$ cat config.mk
export PLATFORM = sky130hd
export DESIGN_NAME = ecn_feedback_validator
export DESIGN_NICKNAME = d
export VERILOG_FILES = /design/src/design/ecnfv_pkg.sv /design/src/design/ecnfv_count_diff.sv /design/src/design/ecn_feedback_validator.sv
export SDC_FILE = /design/constraint.sdc
export NUM_CORES = 2
export LEC_CHECK = 0
export ABC_AREA = 0
export ABC_CLOCK_PERIOD_IN_PS = 12200
export BUFFER_PORTS_ARGS = -buffer_cell sky130_fd_sc_hd__buf_2
export CORE_ASPECT_RATIO = 0.9
export CORE_MARGIN = 1
export CORE_UTILIZATION = 45
export DETAILED_ROUTE_END_ITERATION = 12
export PLACE_DENSITY = 0.65
export SYNTH_ARGS = -nofsm -noshare
export SYNTH_HDL_FRONTEND = slang
export SYNTH_SLANG_ARGS = --single-unit
$ cat constraint.sdc
create_clock -name aclk -period 12.2 [get_ports aclk]
set_clock_uncertainty 0.1 [all_clocks]
set_input_delay 0.61 -clock aclk [delete_from_list [all_inputs] [get_ports aclk]]
set_output_delay 0.61 -clock aclk [all_outputs]
set_load 0.005 [all_outputs]
$ cat src/design/ecnfv_pkg.sv
// ----------------------------------------------------------------------------
// ECN feedback validator package
// Shared widths, event and codepoint codes, and the beat layouts of the
// input and result streams.
// ----------------------------------------------------------------------------
package ecnfv_pkg;

    localparam int COUNT_BITS_DEF   = 62;
    localparam int FIELD_BITS       = 62;
    localparam int SUM_BITS         = 64;
    localparam int TOL_BITS         = 16;
    localparam int KIND_BITS        = 3;
    localparam int CP_BITS          = 2;
    localparam int PHASE_BITS       = 2;
    localparam int MIN_TEST_PACKETS = 10;

    localparam int CFG_IDX_BITS  = 1;
    localparam int CFG_DATA_BITS = TOL_BITS;

    localparam logic [TOL_BITS-1:0] TOL_RESET = TOL_BITS'(16);

    localparam int S_TDATA_BITS = 256;
    localparam int M_TDATA_BITS = 320;
    localparam int M_TUSER_BITS = 1;

    typedef enum logic [KIND_BITS-1:0] {
        EV_SENT       = 3'd0,
        EV_ACK        = 3'd1,
        EV_VALIDATE   = 3'd2,
        EV_CLEAR      = 3'd3,
        EV_BEGIN_TEST = 3'd4
    } ev_kind_t;

    typedef enum logic [CP_BITS-1:0] {
        CP_NOT_ECT = 2'd0,
        CP_ECT1    = 2'd1,
        CP_ECT0    = 2'd2,
        CP_CE      = 2'd3
    } codepoint_t;

    typedef enum logic [CFG_IDX_BITS-1:0] {
        CFG_USE_L4S     = 1'b0,
        CFG_REORDER_TOL = 1'b1
    } cfg_index_t;

    // Input beat, first field in the lowest bits.
    typedef struct packed {
        logic [5:0]            pad;
        logic [FIELD_BITS-1:0] acked_count;
        logic [FIELD_BITS-1:0] peer_ce_total;
        logic [FIELD_BITS-1:0] peer_ect1_total;
        logic [FIELD_BITS-1:0] peer_ect0_total;
        codepoint_t            sent_codepoint;
    } in_beat_t;

    // Result beat, first field in the lowest bits.
    typedef struct packed {
        logic [1:0]            pad;
        codepoint_t            send_mark;
        logic                  mangling_seen;
        logic                  bleaching_seen;
        logic [PHASE_BITS-1:0] path_status;
        logic [SUM_BITS-1:0]   ce_accumulated;
        logic [FIELD_BITS-1:0] acked_pass;
        logic [FIELD_BITS-1:0] ce_inc;
        logic [FIELD_BITS-1:0] ect1_inc;
        logic [FIELD_BITS-1:0] ect0_inc;
    } out_beat_t;

endpackage

$ cat src/design/ecnfv_count_diff.sv
// ----------------------------------------------------------------------------
// ECN feedback validator count difference
// Forms the increase of a cumulative count and checks a decrease against
// the reordering tolerance; any decrease yields a zero increase.
// ----------------------------------------------------------------------------
module ecnfv_count_diff
    import ecnfv_pkg::*;
#(
    parameter int COUNT_BITS = COUNT_BITS_DEF
) (
    input  logic [COUNT_BITS-1:0] now_count,
    input  logic [COUNT_BITS-1:0] prev_count,
    input  logic [TOL_BITS-1:0]   tolerance,
    output logic [COUNT_BITS-1:0] delta,
    output logic                  ok
);

    logic [COUNT_BITS:0]   diff;
    logic [COUNT_BITS-1:0] back;
    logic                  decrease;

    assign diff     = {1'b0, now_count} - {1'b0, prev_count};
    assign back     = prev_count - now_count;
    assign decrease = diff[COUNT_BITS];
    assign delta    = decrease ? '0 : diff[COUNT_BITS-1:0];
    assign ok       = !decrease || (back <= COUNT_BITS'(tolerance));

endmodule

$ cat src/design/ecn_feedback_validator.sv
// ----------------------------------------------------------------------------
// ECN feedback validator
// An accepted input beat passes the input register, then the result register.
// Throughput: one beat per cycle unless m_tready stalls the result register;
// the path state is updated in the single pass between the two registers.
// Reset: synchronous, active low; clears counts, flags and configuration
// (use_l4s 0, reorder tolerance 16) and takes the path state to unknown.
// ----------------------------------------------------------------------------
module ecn_feedback_validator
    import ecnfv_pkg::*;
#(
    parameter int COUNT_BITS = COUNT_BITS_DEF
) (
    input  logic                     aclk,
    input  logic                     aresetn,

    input  logic                     cfg_we,
    input  logic [CFG_IDX_BITS-1:0]  cfg_index,
    input  logic [CFG_DATA_BITS-1:0] cfg_wdata,

    input  logic                     s_tvalid,
    output logic                     s_tready,
    // sent_codepoint, peer_ect0_total, peer_ect1_total, peer_ce_total,
    // acked_count, zero fill
    input  logic [S_TDATA_BITS-1:0]  s_tdata,
    // kind
    input  logic [KIND_BITS-1:0]     s_tuser,

    output logic                     m_tvalid,
    input  logic                     m_tready,
    // ECT(0) increase, ECT(1) increase, CE increase, acked count,
    // ce_accumulated, path_status, bleaching_seen, mangling_seen, send_mark,
    // zero fill
    output logic [M_TDATA_BITS-1:0]  m_tdata,
    // status
    output logic [M_TUSER_BITS-1:0]  m_tuser
);

    typedef enum logic [PHASE_BITS-1:0] {
        PH_UNKNOWN = 2'd0,
        PH_TESTING = 2'd1,
        PH_CAPABLE = 2'd2,
        PH_FAILED  = 2'd3
    } phase_t;

    in_beat_t  in_beat;
    out_beat_t out_beat;

    // Input register
    logic                  in_valid_reg;
    logic [KIND_BITS-1:0]  kind_reg;
    codepoint_t            cp_reg;
    logic [COUNT_BITS-1:0] p0_reg, p1_reg, pc_reg;
    logic [FIELD_BITS-1:0] acked_reg;

    // Configuration
    logic                  use_l4s_reg;
    logic [TOL_BITS-1:0]   tol_reg;

    // Path state
    phase_t                phase_reg, phase_next;
    logic                  ect0_allowed_reg, ect0_allowed_next;
    logic [COUNT_BITS-1:0] sent_ect0_reg, sent_ect0_next;
    logic [COUNT_BITS-1:0] sent_ect1_reg, sent_ect1_next;
    logic [COUNT_BITS-1:0] sent_ce_reg, sent_ce_next;
    logic [COUNT_BITS-1:0] last_ect0_reg, last_ect0_next;
    logic [COUNT_BITS-1:0] last_ect1_reg, last_ect1_next;
    logic [COUNT_BITS-1:0] last_ce_reg, last_ce_next;
    logic [COUNT_BITS-1:0] older_ect1_reg, older_ect1_next;
    logic [COUNT_BITS-1:0] test_pkts_reg, test_pkts_next;
    logic [SUM_BITS-1:0]   ce_sum_reg, ce_sum_next;
    logic                  bleach_reg, bleach_next;
    logic                  mangle_reg, mangle_next;

    // Result register
    logic                  out_valid_reg;
    logic                  status_reg, status_next;
    logic [COUNT_BITS-1:0] d0_reg, d0_next;
    logic [COUNT_BITS-1:0] d1_reg, d1_next;
    logic [COUNT_BITS-1:0] dc_reg, dc_next;
    logic [FIELD_BITS-1:0] na_reg, na_next;

    logic                  advance;
    logic [COUNT_BITS-1:0] diff0, diff1, diffc;
    logic                  ok0, ok1, okc, ok_all;
    logic [COUNT_BITS:0]   marked_tx;
    logic [COUNT_BITS+1:0] marked_rx;
    logic                  enough_recv;
    logic                  sent_any, none_reported;
    codepoint_t            send_mark;

    assign in_beat  = in_beat_t'(s_tdata);
    assign advance  = in_valid_reg && (!out_valid_reg || m_tready);
    assign s_tready = !in_valid_reg || advance;

    ecnfv_count_diff #(.COUNT_BITS(COUNT_BITS)) u_diff_ect0 (
        .now_count  (p0_reg),
        .prev_count (last_ect0_reg),
        .tolerance  (tol_reg),
        .delta      (diff0),
        .ok         (ok0)
    );

    ecnfv_count_diff #(.COUNT_BITS(COUNT_BITS)) u_diff_ect1 (
        .now_count  (p1_reg),
        .prev_count (last_ect1_reg),
        .tolerance  (tol_reg),
        .delta      (diff1),
        .ok         (ok1)
    );

    ecnfv_count_diff #(.COUNT_BITS(COUNT_BITS)) u_diff_ce (
        .now_count  (pc_reg),
        .prev_count (last_ce_reg),
        .tolerance  (tol_reg),
        .delta      (diffc),
        .ok         (okc)
    );

    assign ok_all        = ok0 && ok1 && okc;
    assign marked_tx     = {1'b0, sent_ect0_reg} + {1'b0, sent_ect1_reg};
    assign marked_rx     = {2'b00, last_ect0_reg} + {2'b00, last_ect1_reg}
                         + {2'b00, last_ce_reg};
    assign enough_recv   = marked_rx >= {2'b00, marked_tx[COUNT_BITS:1]};
    assign sent_any      = (sent_ect0_reg != '0) || (sent_ect1_reg != '0);
    assign none_reported = (p0_reg == '0) && (p1_reg == '0) && (pc_reg == '0);

    always_comb begin
        phase_next        = phase_reg;
        ect0_allowed_next = ect0_allowed_reg;
        sent_ect0_next    = sent_ect0_reg;
        sent_ect1_next    = sent_ect1_reg;
        sent_ce_next      = sent_ce_reg;
        last_ect0_next    = last_ect0_reg;
        last_ect1_next    = last_ect1_reg;
        last_ce_next      = last_ce_reg;
        older_ect1_next   = older_ect1_reg;
        test_pkts_next    = test_pkts_reg;
        ce_sum_next       = ce_sum_reg;
        bleach_next       = bleach_reg;
        mangle_next       = mangle_reg;
        status_next       = 1'b0;
        d0_next           = '0;
        d1_next           = '0;
        dc_next           = '0;
        na_next           = '0;

        unique case (kind_reg)
            EV_SENT: begin
                case (cp_reg)
                    CP_ECT0: sent_ect0_next = sent_ect0_reg + 1'b1;
                    CP_ECT1: sent_ect1_next = sent_ect1_reg + 1'b1;
                    CP_CE:   sent_ce_next   = sent_ce_reg + 1'b1;
                    default: ;
                endcase
                if (phase_reg == PH_TESTING) begin
                    test_pkts_next = test_pkts_reg + 1'b1;
                end
            end
            EV_ACK: begin
                na_next = acked_reg;
                if (!ok_all) begin
                    status_next = 1'b1;
                end else begin
                    d0_next = diff0;
                    d1_next = diff1;
                    dc_next = diffc;
                    if (phase_reg == PH_TESTING || phase_reg == PH_CAPABLE) begin
                        if (sent_any && none_reported && acked_reg != '0) begin
                            bleach_next = 1'b1;
                        end
                        if (sent_ect0_reg != '0 && p0_reg == '0 &&
                            p1_reg > older_ect1_reg) begin
                            mangle_next = 1'b1;
                        end
                    end
                    older_ect1_next = last_ect1_reg;
                    last_ect0_next  = p0_reg;
                    last_ect1_next  = p1_reg;
                    last_ce_next    = pc_reg;
                    ce_sum_next     = ce_sum_reg + SUM_BITS'(diffc);
                end
            end
            EV_VALIDATE: begin
                if (phase_reg == PH_TESTING) begin
                    if (bleach_reg || mangle_reg) begin
                        phase_next        = PH_FAILED;
                        ect0_allowed_next = 1'b0;
                    end else if (marked_tx != '0 && enough_recv) begin
                        phase_next = PH_CAPABLE;
                    end else if (test_pkts_reg > COUNT_BITS'(MIN_TEST_PACKETS) &&
                                 marked_rx == '0) begin
                        phase_next        = PH_FAILED;
                        ect0_allowed_next = 1'b0;
                    end
                end
            end
            EV_CLEAR: begin
                sent_ect0_next  = '0;
                sent_ect1_next  = '0;
                sent_ce_next    = '0;
                last_ect0_next  = '0;
                last_ect1_next  = '0;
                last_ce_next    = '0;
                older_ect1_next = '0;
                test_pkts_next  = '0;
                ce_sum_next     = '0;
            end
            EV_BEGIN_TEST: begin
                if (phase_reg == PH_UNKNOWN) begin
                    phase_next = PH_TESTING;
                end
            end
            default: ;
        endcase
    end

    always_ff @(posedge aclk) begin
        if (!aresetn) begin
            in_valid_reg     <= 1'b0;
            out_valid_reg    <= 1'b0;
            use_l4s_reg      <= 1'b0;
            tol_reg          <= TOL_RESET;
            phase_reg        <= PH_UNKNOWN;
            ect0_allowed_reg <= 1'b1;
            sent_ect0_reg    <= '0;
            sent_ect1_reg    <= '0;
            sent_ce_reg      <= '0;
            last_ect0_reg    <= '0;
            last_ect1_reg    <= '0;
            last_ce_reg      <= '0;
            older_ect1_reg   <= '0;
            test_pkts_reg    <= '0;
            ce_sum_reg       <= '0;
            bleach_reg       <= 1'b0;
            mangle_reg       <= 1'b0;
        end else begin
            if (cfg_we) begin
                unique case (cfg_index_t'(cfg_index))
                    CFG_USE_L4S:     use_l4s_reg <= cfg_wdata[0];
                    CFG_REORDER_TOL: tol_reg     <= cfg_wdata[TOL_BITS-1:0];
                    default: ;
                endcase
            end

            if (s_tready) begin
                in_valid_reg <= s_tvalid;
            end

            if (advance) begin
                out_valid_reg    <= 1'b1;
                phase_reg        <= phase_next;
                ect0_allowed_reg <= ect0_allowed_next;
                sent_ect0_reg    <= sent_ect0_next;
                sent_ect1_reg    <= sent_ect1_next;
                sent_ce_reg      <= sent_ce_next;
                last_ect0_reg    <= last_ect0_next;
                last_ect1_reg    <= last_ect1_next;
                last_ce_reg      <= last_ce_next;
                older_ect1_reg   <= older_ect1_next;
                test_pkts_reg    <= test_pkts_next;
                ce_sum_reg       <= ce_sum_next;
                bleach_reg       <= bleach_next;
                mangle_reg       <= mangle_next;
            end else if (m_tready) begin
                out_valid_reg <= 1'b0;
            end
        end
    end

    // Payload registers carry no reset.
    always_ff @(posedge aclk) begin
        if (s_tvalid && s_tready) begin
            kind_reg  <= s_tuser;
            cp_reg    <= in_beat.sent_codepoint;
            p0_reg    <= in_beat.peer_ect0_total[COUNT_BITS-1:0];
            p1_reg    <= in_beat.peer_ect1_total[COUNT_BITS-1:0];
            pc_reg    <= in_beat.peer_ce_total[COUNT_BITS-1:0];
            acked_reg <= in_beat.acked_count;
        end
        if (advance) begin
            status_reg <= status_next;
            d0_reg     <= d0_next;
            d1_reg     <= d1_next;
            dc_reg     <= dc_next;
            na_reg     <= na_next;
        end
    end

    // The path state always matches the beat held in the result register, as
    // both change on the same edge.
    always_comb begin
        if (phase_reg == PH_FAILED) begin
            send_mark = CP_NOT_ECT;
        end else if (use_l4s_reg) begin
            send_mark = CP_ECT1;
        end else if (ect0_allowed_reg) begin
            send_mark = CP_ECT0;
        end else begin
            send_mark = CP_NOT_ECT;
        end
    end

    always_comb begin
        out_beat.pad            = '0;
        out_beat.send_mark      = send_mark;
        out_beat.mangling_seen  = mangle_reg;
        out_beat.bleaching_seen = bleach_reg;
        out_beat.path_status    = phase_reg;
        out_beat.ce_accumulated = ce_sum_reg;
        out_beat.acked_pass     = na_reg;
        out_beat.ce_inc         = FIELD_BITS'(dc_reg);
        out_beat.ect1_inc       = FIELD_BITS'(d1_reg);
        out_beat.ect0_inc       = FIELD_BITS'(d0_reg);
    end

    assign m_tvalid = out_valid_reg;
    assign m_tdata  = out_beat;
    assign m_tuser  = status_reg;

endmodule
=== Word level (Yosys, flattened, before mapping) ===
Cells that the tools add are included.
W data, S select, Z words.

* Output and inout port bits: 323
* Bits in registers: 1024
* Word-level logic and storage cells: 151

* $lt $le $gt $ge: 6
* Bitwise operators: 3
* Reductions and logical operators: 53
* Add/subtract/negate cells: 13
* Equality and inequality tests: 17
* Multiplexer cells: 32

{| class="wikitable"
|+ Operators by type and width
! cell !! count
|-
| $pmux W62 S2 || 7
|-
| $mux W62 || 8
|-
| $sub A62 B62 Y63 || 3
|-
| $add A62 B1 Y62 const B || 3
|-
| $le A62 B16 Y1 || 3
|-
| $logic_not A62 Y1 || 3
|-
| $reduce_bool A62 Y1 || 3
|-
| $sub A62 B62 Y62 || 3
|-
| $pmux W64 S2 || 1
|-
| $add A62 B62 Y63 || 2
|-
| $add A63 B62 Y64 || 1
|-
| $add A64 B62 Y64 || 1
|-
| $ge A64 B62 Y1 || 1
|-
| $logic_not A64 Y1 || 1
|-
| $mux W64 || 1
|-
| $reduce_bool A63 Y1 || 1
|-
| $gt A62 B4 Y1 const B || 1
|-
| $gt A62 B62 Y1 || 1
|-
| $reduce_and A5 Y1 || 4
|-
| $mux W2 || 8
|-
| $logic_and A1 B1 Y1 || 12
|-
| $reduce_and A3 Y1 || 4
|-
| $ne A2 B2 Y1 const B || 5
|-
| $reduce_bool A2 Y1 || 5
|-
| 16 further kinds || 42
|}

=== Logic depth before layout (Yosys ltp) ===
* Depth in word-level cells: 9
* Depth in mapped cells: 33

=== Cells and area by module ===
A second synthesis with hierarchy kept.

* Cells, all modules: 9535
* Area total of the unflattened synthesis: 80497.2 µm²

{| class="wikitable"
|+ Modules (own cells, without submodules)
! module !! area each (µm²) !! cells an instance !! times used
|-
| ecn_feedback_validator || 54616.1 || 5462 || 1
|-
| ecnfv_count_diff (u_diff_ce) || 8745.9 || 1372 || 1
|-
| ecnfv_count_diff (u_diff_ect1) || 8648.3 || 1368 || 1
|-
| ecnfv_count_diff (u_diff_ect0) || 8486.9 || 1333 || 1
|}

=== Least setup slack after synthesis ===
OpenSTA, ideal clock, no wires.

* Kind: input -> register
* From: input m_tready
* To: register acked_reg[0] (enable)
* Stages: 3
* Path buffers: 0
* Arrival: 6.526 ns
* Library setup time: 0.645 ns
* Required time: 11.455 ns
* Path slack: 4.929 ns
* Cell sequence: nor2b_1 nand2_1 and2_1

* Word-level cells in the longest chain between the ends: 4

{| class="wikitable"
|+ Ends and longest elaborated chain
! item !! RTL line !! RTL
|-
| start, declared || ecn_feedback_validator.sv:30 || <nowiki>input logic m_tready,</nowiki>
|-
| $logic_or A1 B1 Y1 || ecn_feedback_validator.sv:93 || <nowiki>assign advance = in_valid_reg && (!out_valid_reg || m_tready);</nowiki>
|-
| $logic_and A1 B1 Y1 || ecn_feedback_validator.sv:93 ||
|-
| $logic_or A1 B1 Y1 || ecn_feedback_validator.sv:94 || <nowiki>assign s_tready = !in_valid_reg || advance;</nowiki>
|-
| net s_tready || ecn_feedback_validator.sv:22 || <nowiki>output logic s_tready,</nowiki>
|-
| $logic_and A1 B1 Y1 || ecn_feedback_validator.sv:273 || <nowiki>if (s_tvalid && s_tready) begin</nowiki>
|-
| end signal, assigned || ecn_feedback_validator.sv:279 || <nowiki>acked_reg <= in_beat.acked_count;</nowiki>
|-
| end, declared || ecn_feedback_validator.sv:54 || <nowiki>logic [FIELD_BITS-1:0] acked_reg;</nowiki>
|}

The timed path passes the listed nets, and every way through them passes these cells.
A chain may end at the register's enable or synchronous reset.

=== Final worst setup path ===
* From: register pc_reg[0]
* To: register ce_sum_reg[62]

* Elaborated cells on any way between the ends: 12

{| class="wikitable"
|+ RTL lines
! item !! RTL line !! RTL
|-
| start, declared || ecn_feedback_validator.sv:53 || <nowiki>logic [COUNT_BITS-1:0] p0_reg, p1_reg, pc_reg;</nowiki>
|-
| start signal, assigned || ecn_feedback_validator.sv:278 || <nowiki>pc_reg <= in_beat.peer_ce_total[COUNT_BITS-1:0];</nowiki>
|-
| $sub A62 B62 Y63 || ecnfv_count_diff.sv:22 || <nowiki>assign diff = {1'b0, now_count} - {1'b0, prev_count};</nowiki>
|-
| $mux W62 || ecnfv_count_diff.sv:25 || <nowiki>assign delta = decrease ? '0 : diff[COUNT_BITS-1:0];</nowiki>
|-
| net diffc[0] || ecn_feedback_validator.sv:84 || <nowiki>logic [COUNT_BITS-1:0] diff0, diff1, diffc;</nowiki>
|-
| $add A64 B62 Y64 || ecn_feedback_validator.sv:181 || <nowiki>ce_sum_next = ce_sum_reg + SUM_BITS'(diffc);</nowiki>
|-
| $mux W64 || ecn_feedback_validator.sv:162 || <nowiki>if (!ok_all) begin</nowiki>
|-
| $pmux W64 S2 || ecn_feedback_validator.sv:148 || <nowiki>unique case (kind_reg)</nowiki>
|-
| end signal, assigned || ecn_feedback_validator.sv:262 || <nowiki>ce_sum_reg <= ce_sum_next;</nowiki>
|-
| end, declared || ecn_feedback_validator.sv:71 || <nowiki>logic [SUM_BITS-1:0] ce_sum_reg, ce_sum_next;</nowiki>
|}

The timed path passes the listed nets, and every way through them passes these cells. The select of a mux whose other input is x is not followed.

==> out/metrics.cfg <==
[setup_path]
slowest_stage = o21ai_0
crit_family = compound AO/OA/AOI/OAI gates
end_kind = register
r2r_start = pc_reg[0]$_DFFE_PP_
path_class = register to register
worstSetupStartpointType = register
r2r_cells = 32
cp.depth = 32
cp.required_ns = 12.75
arrival_ns = 9.85
startpoint = pc_reg[0]$_DFFE_PP_
crit_top_cell = a21o_1
rrSetupSlack_ns = 2.90
slowest_delay_ns = 0.64
path_buf_inv = 3
crit_path_max_fanout = 7

[die]
core.rowCount = 145
io_pins = 604
dieArea_mm2 = 0.178
die_y_um = 400
initial_core_util_pct = 45.5
die_w_um = 445
core-area_mm2 = 0.174

[cts]
clockBufferDepth = 3
clock_latency_ns = 0.80
cts_made_buffers = 110
htree_levels = 3
post_cts_buffers = 0
cts_sinks = 1024
cts_tree = yes
clkTransAtPathRegs_ns = 0.07
clock-root-buffer = clkbuf_16

[pwr]
p_int_uw = 6330
p_clk_share_pct = 38.9
power_frac_comb_pct = 19.0
switching_power_uw = 2850
cellLeakagePower_uw = 0.0366
total_power_uw = 9180
cellPowerDensity_mw_per_mm2 = 102
switching_share_pct = 31.0
p_seq_share_pct = 42.1
irDropWorstVdd_uv = 119

[synth]
synth_edf_count = 502
yosysTopAreaCellShare_pct = 19.0
synthDistinctLibCells = 101
avgSynthCellArea_um2 = 8.39
syn_area_mm2 = 0.0794
synth_most_common_cell = a21oi_1
ys_ff_latch = 1024
synth-seq-area-share_pct = 32.1
async_reset_ff_share_pct = 0
yosys_warnings = 0
synth_cells = 9461
synth_ff_type = dfxtp_1
yosysTopAreaCell = edfxtp_1
ys_top_cells_by_count = a21oi_1, nor2_1, ha_1
yosys-top-cells-area = edfxtp_1, dfxtp_1, ha_1, a21oi_1, a21o_1

[cells_and_area]
largest_reg_flops = 64
fillerInstances = 16564
drive_gt1_share_pct = 9.58
areaGrowthSynthToFinish_pct = 13.6
layout.nets = 11059

[place]
port_buffers = 595
routabilityCongestion = 1.03
dp_hpwl_um = 262000

[global_routing]
antenna_found_initial = 15
grt_usage_pct = 35.5
grt_pass1_wl_um = 478000
grt_pass1_vias = 71314
gr-total-overflow = 0
grt_max_degree = 223

[run_status]
outcome = finished, final reports clean

[drt]
drc = 0
drt_iter0_drc = 8855
num_vias = 77168
via_per_inst = 6.21
dr.pass1.iters = 6
antenna_left = 0
routed_wirelength_um = 331000
wl_per_cell_um = 26.6

[timing]
finalMaxSlewViolations = 0
fmax_mhz = 108
rsz0062_at_grt = no
finalSetupViolations = 0
finalHoldViolations = 0
period_minus_slack_ns = 9.30
relSlewSlack_pct = 17.9
period_share_pct = 76.2
tns_ns = 0
worstMarginPinSlew_ns = 1.22

[worst_hold_path]
min_from = cfg_wdata[0]
hp-class = input pin to register
worstHoldPathCells = 3

[job]
maxCapViolations = 0

==> final timing paths <==
check | to
hold / removal | use_l4s_reg$_SDFFE_PN0P_
hold reg to reg | tol_reg[12]$_SDFFE_PN0P_
setup / recovery | ce_sum_reg[62]$_SDFFE_PN0P_
setup reg to reg | ce_sum_reg[62]$_SDFFE_PN0P_
==> cells in the final DEF, fill, tap and decap left out, drive strengths merged, types with 52 or more instances in the layout <==
cell type / instances
a211oi: 56
a21bo: 59
a21o: 507
a21oi: 1107
a31oi: 69
and2: 105
and3: 79
buf: 654
clkbuf: 150
dfxtp: 522
dlygate4sd3: 252
edfxtp: 502
fa: 71
ha: 735
inv: 685
nand2: 618
nand2b: 64
nand3: 193
nand4: 544
nor2: 764
nor2b: 68
nor3: 114
nor4: 141
o211ai: 52
o21a: 105
o21ai: 482
o21bai: 126
or3: 64
xnor2: 346
xor2: 253
==> cell type report <==
class	count	area, um^2	area share, %
tap	2352	2940	3.26
clock inverter	59	661	0.733
timing repair buffer	906	6020	6.68
inverter	677	2560	2.84
multi-input combinational	7253	49300	54.7
clock buffer	150	3130	3.47
sequential	1024	25500	28.3
antenna	7	17.5	0.0194
==> worst reg2reg max path: cells and delay by family, from the launching register on <==
family / cells / cell delay (ns)
AND/OR/NAND/NOR: 5 / 0.54
buffers and inverters: 3 / 0.34
flip-flops: 1 / 0.52
AO/OA/AOI/OAI: 19 / 6.11
adder cells (fa/ha/maj): 4 / 1.23
multiplexers: 1 / 0.32
==> what timing repair did <==
action / 4_1_cts / 5_1_grt
hold buffers: 251 / 1
gates resized for setup: 0 / 0
endpoints found under the hold margin: 251 / 1
==> routing by layer <==
layer | track usage [%] | routed length (um) | up-vias
met2 | 54.5 | 144000 | 3529
li1 | - | - | 35424
met1 | 49.4 | 144000 | 37673
met4 | 14.8 | 15800 | 12
met5 | 0 | 79 | -
met3 | 5.77 | 26900 | 530
==> power by group through the flow <==
stage / clock, uW / combinational (uW) / sequential (uW)
after global routing: 3740 / 1870 / 3870
final: 3570 / 1750 / 3860
after global placement: 0 / 1610 / 3930
after detailed placement: 0 / 1620 / 3930
after floorplan: 0 / 1070 / 3880
after CTS: 3610 / 1700 / 3860
==> cell families (layout without fill, tap and decap cells) <==
family / after synthesis / in the layout / synth area share [%]
AO/OA/AOI/OAI: 2928 / 2928 / 23.4
AND/OR/NAND/NOR: 2889 / 2889 / 18.3
buffers and inverters: 1185 / 1792 / 5.85
flip-flops: 1024 / 1024 / 32.1
adder cells (fa/ha/maj): 806 / 806 / 13.4
XOR/XNOR: 599 / 599 / 6.61
multiplexers: 29 / 29 / 0.377
other: 1 / 9 / 0.00472
==> through the flow <==
step / util (%) / cells / hold WS, ns / area, um^2 / setup slack, ns
finish: 51.7 / 12428 / 0.0354 / 90200 / 2.90
global route: 51.7 / 12426 / 0.00348 / 90100 / 2.55
CTS: 51.7 / 12420 / 0.00319 / 90100 / 2.97
detailed placement: 48.1 / 11960 / 0.348 / 83800 / 3.12
global placement: 48.1 / 11960 / 0.344 / 83800 / 3.11
floorplan: - / 9462 / 0.336 / 79400 / 4.93
Note: power is estimated with default switching activity, not from simulation.
